**src/hw/rtl/bct_pkg.sv**
```systemverilog
// shared types, constants and helper functions of the binary contour tracer
// no dependencies; used by every module of the block
`default_nettype none

package bct_pkg;

  localparam int MAX_WIDTH   = 64;
  localparam int MAX_HEIGHT  = 64;
  localparam int STORE_DEPTH = MAX_WIDTH * MAX_HEIGHT;
  localparam int STORE_AW    = $clog2(STORE_DEPTH);
  localparam int PADDR_W     = 4;

  localparam logic [6:0]  RST_WIDTH     = 7'd64;
  localparam logic [6:0]  RST_HEIGHT    = 7'd64;
  localparam logic [8:0]  RST_THRESHOLD = 9'd128;
  localparam logic [12:0] RST_MAXPTS    = 13'd4096;
  localparam logic [12:0] POINT_LIMIT   = 13'd4096;

  localparam logic [1:0] REG_WIDTH     = 2'd0;
  localparam logic [1:0] REG_HEIGHT    = 2'd1;
  localparam logic [1:0] REG_THRESHOLD = 2'd2;
  localparam logic [1:0] REG_MAXPTS    = 2'd3;

  localparam logic [1:0] PH_LOADING   = 2'd0;
  localparam logic [1:0] PH_FOLLOWING = 2'd1;
  localparam logic [1:0] PH_ENDED     = 2'd2;

  localparam logic OP_LOAD = 1'b0;
  localparam logic OP_STEP = 1'b1;

  localparam logic [2:0] DIR_BACK = 3'd5;

  typedef struct packed {
    logic [6:0]  image_width;
    logic [6:0]  image_height;
    logic [8:0]  gray_threshold;
    logic [12:0] max_points;
  } cfg_t;

  typedef struct packed {
    logic capture;
    logic load;
    logic start_scan;
    logic start_nbr;
    logic commit_scan;
    logic commit_nbr;
    logic emit_end;
  } cmd_t;

  typedef struct packed {
    logic       opcode;
    logic [1:0] phase;
    logic       limit_zero;
    logic       limit_reached;
    logic       hit;
    logic       miss;
  } status_t;

  function automatic logic [6:0] eff_width(input logic [6:0] w);
    if (w == 7'd0) return 7'd1;
    if (w > 7'(MAX_WIDTH)) return 7'(MAX_WIDTH);
    return w;
  endfunction

  function automatic logic [6:0] eff_height(input logic [6:0] h);
    if (h == 7'd0) return 7'd1;
    if (h > 7'(MAX_HEIGHT)) return 7'(MAX_HEIGHT);
    return h;
  endfunction

  function automatic logic [12:0] eff_limit(input logic [12:0] m);
    return (m > POINT_LIMIT) ? POINT_LIMIT : m;
  endfunction

  // column step per direction, clockwise from east
  function automatic logic [1:0] step_dx(input logic [2:0] d);
    case (d)
      3'd0, 3'd1, 3'd7: return 2'b01;
      3'd3, 3'd4, 3'd5: return 2'b11;
      default:          return 2'b00;
    endcase
  endfunction

  // row step per direction
  function automatic logic [1:0] step_dy(input logic [2:0] d);
    case (d)
      3'd1, 3'd2, 3'd3: return 2'b01;
      3'd5, 3'd6, 3'd7: return 2'b11;
      default:          return 2'b00;
    endcase
  endfunction

endpackage

`default_nettype wire

```
**src/hw/rtl/bct_regs.sv**
```systemverilog
// configuration register file behind the apb-style port
// depends on bct_pkg
`default_nettype none

module bct_regs (
  input  wire logic                        clk,
  input  wire logic                        rst_n,
  input  wire logic                        psel,
  input  wire logic                        penable,
  input  wire logic                        pwrite,
  input  wire logic [bct_pkg::PADDR_W-1:0] paddr,
  input  wire logic [31:0]                 pwdata,
  output logic      [31:0]                 prdata,
  output logic                             pready,
  output bct_pkg::cfg_t                    cfg
);

  bct_pkg::cfg_t cfg_r, cfg_nxt;
  logic          wr_en;
  logic [1:0]    reg_idx;

  assign pready  = 1'b1;
  assign wr_en   = psel & penable & pwrite;
  assign reg_idx = paddr[3:2];
  assign cfg     = cfg_r;

  always_comb begin
    cfg_nxt = cfg_r;
    if (wr_en) begin
      case (reg_idx)
        bct_pkg::REG_WIDTH:     cfg_nxt.image_width    = pwdata[6:0];
        bct_pkg::REG_HEIGHT:    cfg_nxt.image_height   = pwdata[6:0];
        bct_pkg::REG_THRESHOLD: cfg_nxt.gray_threshold = pwdata[8:0];
        bct_pkg::REG_MAXPTS:    cfg_nxt.max_points     = pwdata[12:0];
        default:                cfg_nxt = cfg_r;
      endcase
    end
  end

  always_comb begin
    case (reg_idx)
      bct_pkg::REG_WIDTH:     prdata = {25'd0, cfg_r.image_width};
      bct_pkg::REG_HEIGHT:    prdata = {25'd0, cfg_r.image_height};
      bct_pkg::REG_THRESHOLD: prdata = {23'd0, cfg_r.gray_threshold};
      bct_pkg::REG_MAXPTS:    prdata = {19'd0, cfg_r.max_points};
      default:                prdata = 32'd0;
    endcase
  end

  always_ff @(posedge clk) begin
    if (!rst_n) begin
      cfg_r.image_width    <= bct_pkg::RST_WIDTH;
      cfg_r.image_height   <= bct_pkg::RST_HEIGHT;
      cfg_r.gray_threshold <= bct_pkg::RST_THRESHOLD;
      cfg_r.max_points     <= bct_pkg::RST_MAXPTS;
    end else begin
      cfg_r <= cfg_nxt;
    end
  end

endmodule

`default_nettype wire

```
**config.mk**
```make
export PLATFORM = sky130hd
export DESIGN_NAME = bct_regs
export DESIGN_NICKNAME = d
export VERILOG_FILES = /design/src/hw/rtl/bct_pkg.sv /design/src/hw/rtl/bct_regs.sv
export SDC_FILE = /design/constraint.sdc
export NUM_CORES = 1
export LEC_CHECK = 0
export CORE_UTILIZATION = 31
export DETAILED_ROUTE_END_ITERATION = 16
export DONT_BUFFER_PORTS = 1
export MAX_ROUTING_LAYER = met4
export PLACE_DENSITY = 0.54
export RECOVER_POWER = 50
export SKIP_CTS_REPAIR_TIMING = 1
export SLEW_MARGIN = 25
export SYNTH_ARGS = -nofsm -noshare
export SYNTH_HDL_FRONTEND = slang
export SYNTH_SLANG_ARGS = --single-unit
```
**constraint.sdc**
```tcl
create_clock -name clk -period 1.4 [get_ports clk]
set_input_delay 0.21 -clock clk [delete_from_list [all_inputs] [get_ports clk]]
set_output_delay 0.21 -clock clk [all_outputs]
set_load 0.05 [all_outputs]
```
==> impl_metrics.py <==
metrics = {
    "finish": {
        "largest_reg_flops": 36,
        "regArea_um2": 731,
        "areaGrowthSynthToFinish_pct": 29.5,
        "final_nets": 269,
        "multi_input_area_um2": 895,
        "n_antenna_cell": 0,
        "fillers": 559,
        "drive_gt1_frac": 0.314,
    },
    "place": {
        "dpl.hpwl_mm": 3.04,
        "io_buffers": 0,
        "pre_cts_slack_ns": 0.129,
        "place.gp.congestion": 0.666,
    },
    "global_route": {
        "use_met1": 0.174,
        "use_met2": 0.246,
        "grt_pass1_vias": 1275,
        "grt_max_degree": 50,
        "busiest_layer": "met2",
        "track_usage": 0.149,
        "use_met3": 0.0471,
        "grt_pass1_wl_mm": 6.58,
        "overflow": 0,
        "antenna_found_initial": 0,
    },
    "clock_tree": {
        "cts_tree": "done",
        "clock_latency_ns": 0.28,
        "htreeDepth": 2,
        "cts_sinks": 36,
        "clk_path_buf_depth": 2,
        "cts_buffers": 5,
        "cts_root_buf": "clkbuf_8",
        "clk_pin_slew_ns": 0.07,
    },
    "logic_synthesis": {
        "yosys-top-cells-area": "dfxtp_1, mux2i_1, buf_4, nand2_1, mux4_2",
        "synth_area_um2": 1790,
        "synth.avg_cell_area_um2": 9.97,
        "ys.flop_type": "dfxtp_1",
        "synth_edf_count": 0,
        "yosys.area.top_type_share": 0.404,
        "synth_most_common_cell": "nand2_1",
        "yosysWarnings": 0,
        "syn-instance-count": 179,
        "synth_seq_area_share": 0.404,
        "synth_seq_cells": 36,
        "synthDistinctLibCells": 23,
        "synthTopCellsByCount": "nand2_1, dfxtp_1, mux2i_1",
        "synth_largest_area_cell": "dfxtp_1",
        "async_reset_ff_frac": 0,
    },
    "routing": {
        "drcViolationCount": 0,
        "drt-pass1-iter-count": 4,
        "postRouteAntennaNets": 0,
        "vias": 1349,
        "first_iter_violations": 22,
        "wl_per_cell_um": 14.2,
        "route.final.wire_length_mm": 4.22,
        "via_per_inst": 4.53,
    },
    "power": {
        "p_per_area_nw_per_um2": 879,
        "leakagePower_nw": 1.00,
        "ir_drop_v": 0.000482,
    },
    "status": {
        "violations": "negative setup slack",
        "status": "finished with violations",
    },
    "sta": {
        "slew_headroom": 0.576,
        "min_period_ns": 1.47,
        "fin_crit_sh": 1.05,
        "setup_ws_ns": -0.0709,
        "finalSetupTns_ns": -0.403,
        "fmax_ghz": 0.680,
        "finalSetupViolations": 7,
        "hold_viol_final": 0,
        "fin_skew_ns": 0,
        "drv_slew": 0,
        "worst_slew_pin_slew_ns": 0.636,
        "rsz0062_at_grt": "yes",
    },
    "floorplanning": {
        "core_um2": 5540,
        "die_area_um2": 6070,
        "die_width_um": 77.9,
        "die_h_um": 77.9,
        "num_rows": 27,
        "initial_core_util": 0.322,
        "ios": 110,
    },
    "setup_path": {
        "critPathKind": "flip-flop to primary output",
        "endpoint_kind": "primary output",
        "startpoint_type": "flip-flop",
        "path_max_fanout": 2,
        "cp.required_ns": 1.19,
        "critical_path_arrival_ns": 1.26,
    },
    "worst_hold_path": {
        "hold_class": "primary input to flip-flop",
    },
    "job": {
        "maxCapViolCount": 0,
    },
}
## through the flow
step | utilization | hold slack, ns | std cells | power (mW) | cell area [um^2]
finish | 0.417 | 0.0284 | 298 | 2.03 | 2310
global route | 0.417 | 0.0270 | 298 | 2.13 | 2310
CTS | 0.424 | 0.0135 | 296 | 2.07 | 2350
detailed placement | 0.411 | 0.314 | 291 | 1.41 | 2280
global placement | 0.411 | 0.309 | 291 | 1.41 | 2280
floorplan | - | 0.352 | 197 | 1.42 | 1860
## worst max-delay path, cell delays in order, from the launching register on
cell	delay, ns
dfxtp_2	0.32
mux4_2	0.49
buf_12	0.17
## report_power, final
part	total, mW	switching (mW)	leakage (nW)	internal, mW
registers	1.04	0.00642	0.295	1.04
clock network	0.654	0.334	0.0359	0.321
logic	0.334	0.246	0.669	0.0880
## final cells by class
| cell class | instances | area share |
|---|---|---|
| clock buffers | 5 | 0.0298 |
| inverters | 2 | 0.00325 |
| multi-input cells | 127 | 0.387 |
| flip-flops and latches | 36 | 0.316 |
| well taps | 72 | 0.0390 |
| repair buffers | 56 | 0.225 |
## path summary, 6_finish.rpt
path	slack, ns	depth (start not counted)	end	startpoint
max	-0.07	2	prdata[0]	cfg[0]
min	0.03	1	cfg[12]	rst_n
max reg2reg	0.26	3	cfg[34]	cfg[34]
min reg2reg	0.54	2	cfg[12]	cfg[12]
## layer usage
layer  wire length [um]  vias to the layer above
met1               1810                      630
li1                   -                      655
met4                 33                        0
met2               2030                       59
met3                348                        5
met5                  0                        -
## cells by family after synthesis
group | synth area share
other | 0.00421
DFF | 0.404
buffers and inverters | 0.127
muxes | 0.290
AOI/OAI and AO/OA | 0.0119
and+or+nand+nor | 0.163
## layout by cell type (no fill, tap or decap), types with 2 or more instances in the layout
| master | netlist | routed |
|---|---|---|
| dfxtp_1 | 36 | 28 |
| inv_1 | 2 | 2 |
| mux2i_1 | 36 | 36 |
| buf_12 | 0 | 11 |
| conb_1 | 2 | 20 |
| nor2b_2 | 0 | 2 |
| clkbuf_1 | 2 | 8 |
| and3_1 | 4 | 4 |
| mux4_2 | 7 | 7 |
| buf_4 | 23 | 34 |
| dfxtp_2 | 0 | 8 |
| clkbuf_8 | 0 | 5 |
| nor2b_1 | 5 | 3 |
| nand2_1 | 45 | 45 |
| clkbuf_2 | 0 | 3 |
Power figures use the tool's default switching activity.
