[src/hw/rtl/bct_pkg.sv]
// shared types, constants and helper functions of the binary contour tracer
// no dependencies; used by every module of the block
`default_nettype none

package bct_pkg;

  localparam int MAX_WIDTH   = 64;
  localparam int MAX_HEIGHT  = 64;
  localparam int STORE_DEPTH = MAX_WIDTH * MAX_HEIGHT;
  localparam int STORE_AW    = $clog2(STORE_DEPTH);
  localparam int PADDR_W     = 4;

  localparam logic [6:0]  RST_WIDTH     = 7'd64;
  localparam logic [6:0]  RST_HEIGHT    = 7'd64;
  localparam logic [8:0]  RST_THRESHOLD = 9'd128;
  localparam logic [12:0] RST_MAXPTS    = 13'd4096;
  localparam logic [12:0] POINT_LIMIT   = 13'd4096;

  localparam logic [1:0] REG_WIDTH     = 2'd0;
  localparam logic [1:0] REG_HEIGHT    = 2'd1;
  localparam logic [1:0] REG_THRESHOLD = 2'd2;
  localparam logic [1:0] REG_MAXPTS    = 2'd3;

  localparam logic [1:0] PH_LOADING   = 2'd0;
  localparam logic [1:0] PH_FOLLOWING = 2'd1;
  localparam logic [1:0] PH_ENDED     = 2'd2;

  localparam logic OP_LOAD = 1'b0;
  localparam logic OP_STEP = 1'b1;

  localparam logic [2:0] DIR_BACK = 3'd5;

  typedef struct packed {
    logic [6:0]  image_width;
    logic [6:0]  image_height;
    logic [8:0]  gray_threshold;
    logic [12:0] max_points;
  } cfg_t;

  typedef struct packed {
    logic capture;
    logic load;
    logic start_scan;
    logic start_nbr;
    logic commit_scan;
    logic commit_nbr;
    logic emit_end;
  } cmd_t;

  typedef struct packed {
    logic       opcode;
    logic [1:0] phase;
    logic       limit_zero;
    logic       limit_reached;
    logic       hit;
    logic       miss;
  } status_t;

  function automatic logic [6:0] eff_width(input logic [6:0] w);
    if (w == 7'd0) return 7'd1;
    if (w > 7'(MAX_WIDTH)) return 7'(MAX_WIDTH);
    return w;
  endfunction

  function automatic logic [6:0] eff_height(input logic [6:0] h);
    if (h == 7'd0) return 7'd1;
    if (h > 7'(MAX_HEIGHT)) return 7'(MAX_HEIGHT);
    return h;
  endfunction

  function automatic logic [12:0] eff_limit(input logic [12:0] m);
    return (m > POINT_LIMIT) ? POINT_LIMIT : m;
  endfunction

  // column step per direction, clockwise from east
  function automatic logic [1:0] step_dx(input logic [2:0] d);
    case (d)
      3'd0, 3'd1, 3'd7: return 2'b01;
      3'd3, 3'd4, 3'd5: return 2'b11;
      default:          return 2'b00;
    endcase
  endfunction

  // row step per direction
  function automatic logic [1:0] step_dy(input logic [2:0] d);
    case (d)
      3'd1, 3'd2, 3'd3: return 2'b01;
      3'd5, 3'd6, 3'd7: return 2'b11;
      default:          return 2'b00;
    endcase
  endfunction

endpackage

`default_nettype wire

[src/hw/rtl/bct_ctrl.sv]
// controller state machine: sequences load, scan, neighbor search and end
// depends on bct_pkg
`default_nettype none

module bct_ctrl (
  input  wire logic             clk,
  input  wire logic             rst_n,
  input  wire logic             start,
  input  wire bct_pkg::status_t status,
  output logic                  busy,
  output bct_pkg::cmd_t         cmd
);

  localparam logic [2:0] ST_IDLE = 3'd0;
  localparam logic [2:0] ST_DISP = 3'd1;
  localparam logic [2:0] ST_LOAD = 3'd2;
  localparam logic [2:0] ST_SCAN = 3'd3;
  localparam logic [2:0] ST_NBR  = 3'd4;
  localparam logic [2:0] ST_END  = 3'd5;

  logic [2:0] state_r, state_nxt;

  assign busy = (state_r != ST_IDLE);

  always_comb begin
    state_nxt = state_r;
    cmd       = '0;
    case (state_r)
      ST_IDLE: begin
        if (start) begin
          cmd.capture = 1'b1;
          state_nxt   = ST_DISP;
        end
      end
      ST_DISP: begin
        if (status.opcode == bct_pkg::OP_LOAD) begin
          state_nxt = ST_LOAD;
        end else begin
          case (status.phase)
            bct_pkg::PH_LOADING: begin
              if (status.limit_zero) begin
                state_nxt = ST_END;
              end else begin
                cmd.start_scan = 1'b1;
                state_nxt      = ST_SCAN;
              end
            end
            bct_pkg::PH_FOLLOWING: begin
              if (status.limit_reached) begin
                state_nxt = ST_END;
              end else begin
                cmd.start_nbr = 1'b1;
                state_nxt     = ST_NBR;
              end
            end
            default: state_nxt = ST_END;
          endcase
        end
      end
      ST_LOAD: begin
        cmd.load  = 1'b1;
        state_nxt = ST_IDLE;
      end
      ST_SCAN: begin
        if (status.hit) begin
          cmd.commit_scan = 1'b1;
          state_nxt       = ST_IDLE;
        end else if (status.miss) begin
          state_nxt = ST_END;
        end
      end
      ST_NBR: begin
        if (status.hit) begin
          cmd.commit_nbr = 1'b1;
          state_nxt      = ST_IDLE;
        end else if (status.miss) begin
          state_nxt = ST_END;
        end
      end
      ST_END: begin
        cmd.emit_end = 1'b1;
        state_nxt    = ST_IDLE;
      end
      default: state_nxt = ST_IDLE;
    endcase
  end

  always_ff @(posedge clk) begin
    if (!rst_n) begin
      state_r <= ST_IDLE;
    end else begin
      state_r <= state_nxt;
    end
  end

endmodule

`default_nettype wire

[config.mk]
export PLATFORM = sky130hd
export DESIGN_NAME = bct_ctrl
export DESIGN_NICKNAME = d
export VERILOG_FILES = /design/src/hw/rtl/bct_pkg.sv /design/src/hw/rtl/bct_ctrl.sv
export SDC_FILE = /design/constraint.sdc
export NUM_CORES = 1
export LEC_CHECK = 0
export ABC_CLOCK_PERIOD_IN_PS = 1100
export BUFFER_PORTS_ARGS = -buffer_cell sky130_fd_sc_hd__buf_2
export CAP_MARGIN = 15
export CORE_AREA = 2 2 39 41
export DETAILED_ROUTE_END_ITERATION = 8
export DIE_AREA = 0 0 41 43
export PLACE_DENSITY = 0.54
export SETUP_SLACK_MARGIN = 0.15
export SYNTH_ARGS = -nofsm -noshare
export SYNTH_HDL_FRONTEND = slang
export SYNTH_SLANG_ARGS = --single-unit
[constraint.sdc]
create_clock -name clk -period 1.1 [get_ports clk]
set_clock_uncertainty 0.15 [all_clocks]
set_input_delay 0.11 -clock clk [delete_from_list [all_inputs] [get_ports clk]]
set_output_delay 0.11 -clock clk [all_outputs]
set_load 0.01 [all_outputs]
==> results.yml <==
power:
  p_int_w: 0.000445
  seqPwrFrac_pct: 20.7
  pwr-share-comb_pct: 48.8
  clkPwrFrac_pct: 30.5
  power.total_w: 0.000655
  switching_power_w: 0.000210
  vdd_drop_max_v: 0.000346
  p_leak_nw: 0.337
  power.density_mw_per_mm2: 944
  switching_share_pct: 32.1
synth:
  yosys_warnings: 0
  ys_types: 25
  syn_inst: 37
  netlist_area_um2: 322
  syn_nets: 47
  synth_seq_cells: 3
  synth_xor_area_share_pct: 0
  synth_enable_flop_cells: 0
  synthMuxAreaShare_pct: 0
  async_reset_ff_share_pct: 0
  synth-compound-area-share_pct: 28.8
  synth_top_family_by_area: "simple AND/OR/NAND/NOR gates"
  yosysSeqAreaShare_pct: 18.7
  syn_avg_cell_area_um2: 8.69
  synthAdderAreaFrac_pct: 0
  yosys_most_used_dff: "dfxtp_1"
  synth-simple-area-share_pct: 40.9
clocking:
  htreeDepth: 1
  clock_path_buffers: 2
  root_buffer: "clkbuf_4"
  numCtsBuffers: 3
  clk_latency_ps: 240
  cts_tree: "built"
  clkTransAtPathRegs_ps: 40
  clkSinkCount: 3
final_layout:
  top_regs: "state_r (3)"
  n_antenna_cell: 0
  fin_area_um2: 694
  nFillCells: 142
  num-nets-final: 85
  area_growth_pct: 116
  regMostFlops: "state_r"
  drive_gt1_share_pct: 83.8
  largest_register_ffs: 3
  final_cell_count_no_fill: 90
drt:
  ant_nets: 0
  first_pass_iters: 4
  drc: 0
  routedWlPerCell_um: 10.9
  via_per_inst: 4.73
  drt-initial-drc-count: 6
  routed_wl_um: 978
  dr_total_vias: 426
setup_path:
  cp.required_ps: 840
  startpoint_type: "flip-flop"
  worst_r2r_path_depth: 5
  r2r-start: "state_r[0]$_SDFFE_PN0P_"
  rrSetupSlack_ps: -260
  r2r_end: "state_r[0]$_SDFFE_PN0P_"
  path_max_fanout: 5
  path_class: "flip-flop to output port"
  end_kind: "output port"
  critPathArrivalTime_ps: 1160
grt:
  grt_pass1_vias: 383
  gr-total-overflow: 0
  grt_max_degree: 11
  grt_pass1_wl_um: 1420
  grt.total_usage_pct: 12.2
  grt_antenna_before_repair: 0
placement:
  dpl_cell_area_um2: 460
  placed_cells: 73
  portBuffers: 17
  dp_hpwl_um: 612
  routabilityCongestion: 0.756
floorplanning:
  initial_core_util_pct: 23.2
  core_mm2: 0.00138
  dieWidth_um: 41
  pin_count: 18
  die_h_um: 43
  rows: 14
  die_area_mm2: 0.00176
timing:
  drv_slew: 0
  setup_violations: 11
  slew_headroom_pct: 86.4
  tightest_slew_ps: 203
  whs_ps: -28.7
  max_clock_freq_mhz: 703
  rsz0062_at_grt: "yes"
  hold_viol_final: 2
  fin_crit_ps: 1420
  timing.final.crit_share_pct: 129
  fin_ws_ps: -323
flow_run:
  max_cap_violations: 0
outcome:
  violations: "hold timing, setup timing"
  status: "finished, violations left"
worst_hold_path:
  min_path_type: "input pin to flip-flop"
  hold_end: "state_r[1]$_SDFFE_PN0P_"
  hold_path_depth: 3
  hold_path.startpoint: "rst_n"
[layout make-up]
class | instances | area, um2 | area share, %
clock buffer | 4 | 26.3 | 3.78
multi-input combinational | 30 | 294 | 42.3
sequential | 3 | 71.3 | 10.3
timing repair buffer | 36 | 279 | 40.2
tap | 16 | 20.0 | 2.88
inverter | 1 | 3.75 | 0.541
[stage by stage]
step | TNS (ps) | util [%] | setup WS (ps)
floorplan | -168 | - | -51.1
global route | -3240 | 50.2 | -389
global placement | -1330 | 33.3 | -175
finish | -2610 | 50.2 | -323
detailed placement | -1400 | 33.3 | -185
CTS | -2490 | 43.1 | -342
[worst max-delay path by stage]
stage | startpoint | endpoint | depth (start not counted)
6_report | state_r[1]$_SDFFE_PN0P_ | busy | 3
5_1_grt | state_r[1]$_SDFFE_PN0P_ | busy | 3
2_1_floorplan | state_r[1]$_SDFFE_PN0P_ | state_r[0]$_SDFFE_PN0P_ | 4
4_1_cts | state_r[1]$_SDFFE_PN0P_ | busy | 3
3_3_place_gp | state_r[1]$_SDFFE_PN0P_ | cmd[6] | 3
3_5_place_dp | state_r[1]$_SDFFE_PN0P_ | cmd[6] | 3
[synthesized netlist by cell type, types with 2 or more instances]
cell type | count | area [um2]
nand2_1 | 3 | 11.3
nor3b_1 | 2 | 15.0
buf_6 | 3 | 33.8
or3_1 | 2 | 12.5
nand3_1 | 2 | 10.0
dfxtp_1 | 3 | 60.1
nor2_1 | 3 | 11.3
o21ai_0 | 2 | 10.0
[critical path, stage by stage, from the launching register on]
cell,delay (ps)
dfxtp_4,350
buf_6,110
or3_1,320
buf_2,140
[layout by cell type, fill, tap and decap left out]
cell      Yosys  final
and2b_2       1      1
o32ai_1       1      1
and3b_2       1      1
inv_1         1      1
buf_2         0     13
clkbuf_4      0      3
nor3b_2       0      2
buf_6         3     11
o21ai_1       0      1
o21ai_2       1      1
nand2_4       0      2
and3_4        0      2
o21bai_1      1      1
dfxtp_4       0      3
or3_1         2      2
a221oi_2      1      1
or3b_1        1      1
clkbuf_1      0      1
nand2_1       3      1
a21oi_2       0      1
o211ai_1      1      1
and2b_4       1      1
nor2b_4       1      1
a32oi_1       1      1
nor2_2        1      1
nand3_2       0      2
buf_4         0     12
o31ai_4       1      1
o21ai_0       2      1
nor2_4        0      3
[logic make-up after synthesis]
family | Yosys count
AOI/OAI and AO/OA | 10
DFF | 3
and+or+nand+nor | 20
buffers and inverters | 4
[per-layer routing]
metal  up-vias  GRT usage, %  share of wire (%)
met1       199          11.5                 35
met4         0          10.0                  0
met3         0          3.14                5.2
met2        15          20.3                 60
met5         -             0                  0
li1        212             -                  -
[what timing repair did]
action	in CTS	in global routing
setup endpoints to repair	11	11
buffers inserted	7	6
pin swaps	6	4
endpoints found under the hold margin	3	1
gates resized for setup	18	11
[power groups by stage]
stage	clock network [W]	logic (W)	registers (W)
detailed placement	0	0.000185	0.000142
finish	0.000200	0.000320	0.000136
global placement	0	0.000185	0.000142
floorplan	0	0.000139	0.000126
global route	0.000230	0.000345	0.000138
CTS	0.000209	0.000250	0.000140
No activity file was read; power rests on OpenSTA's default activity.
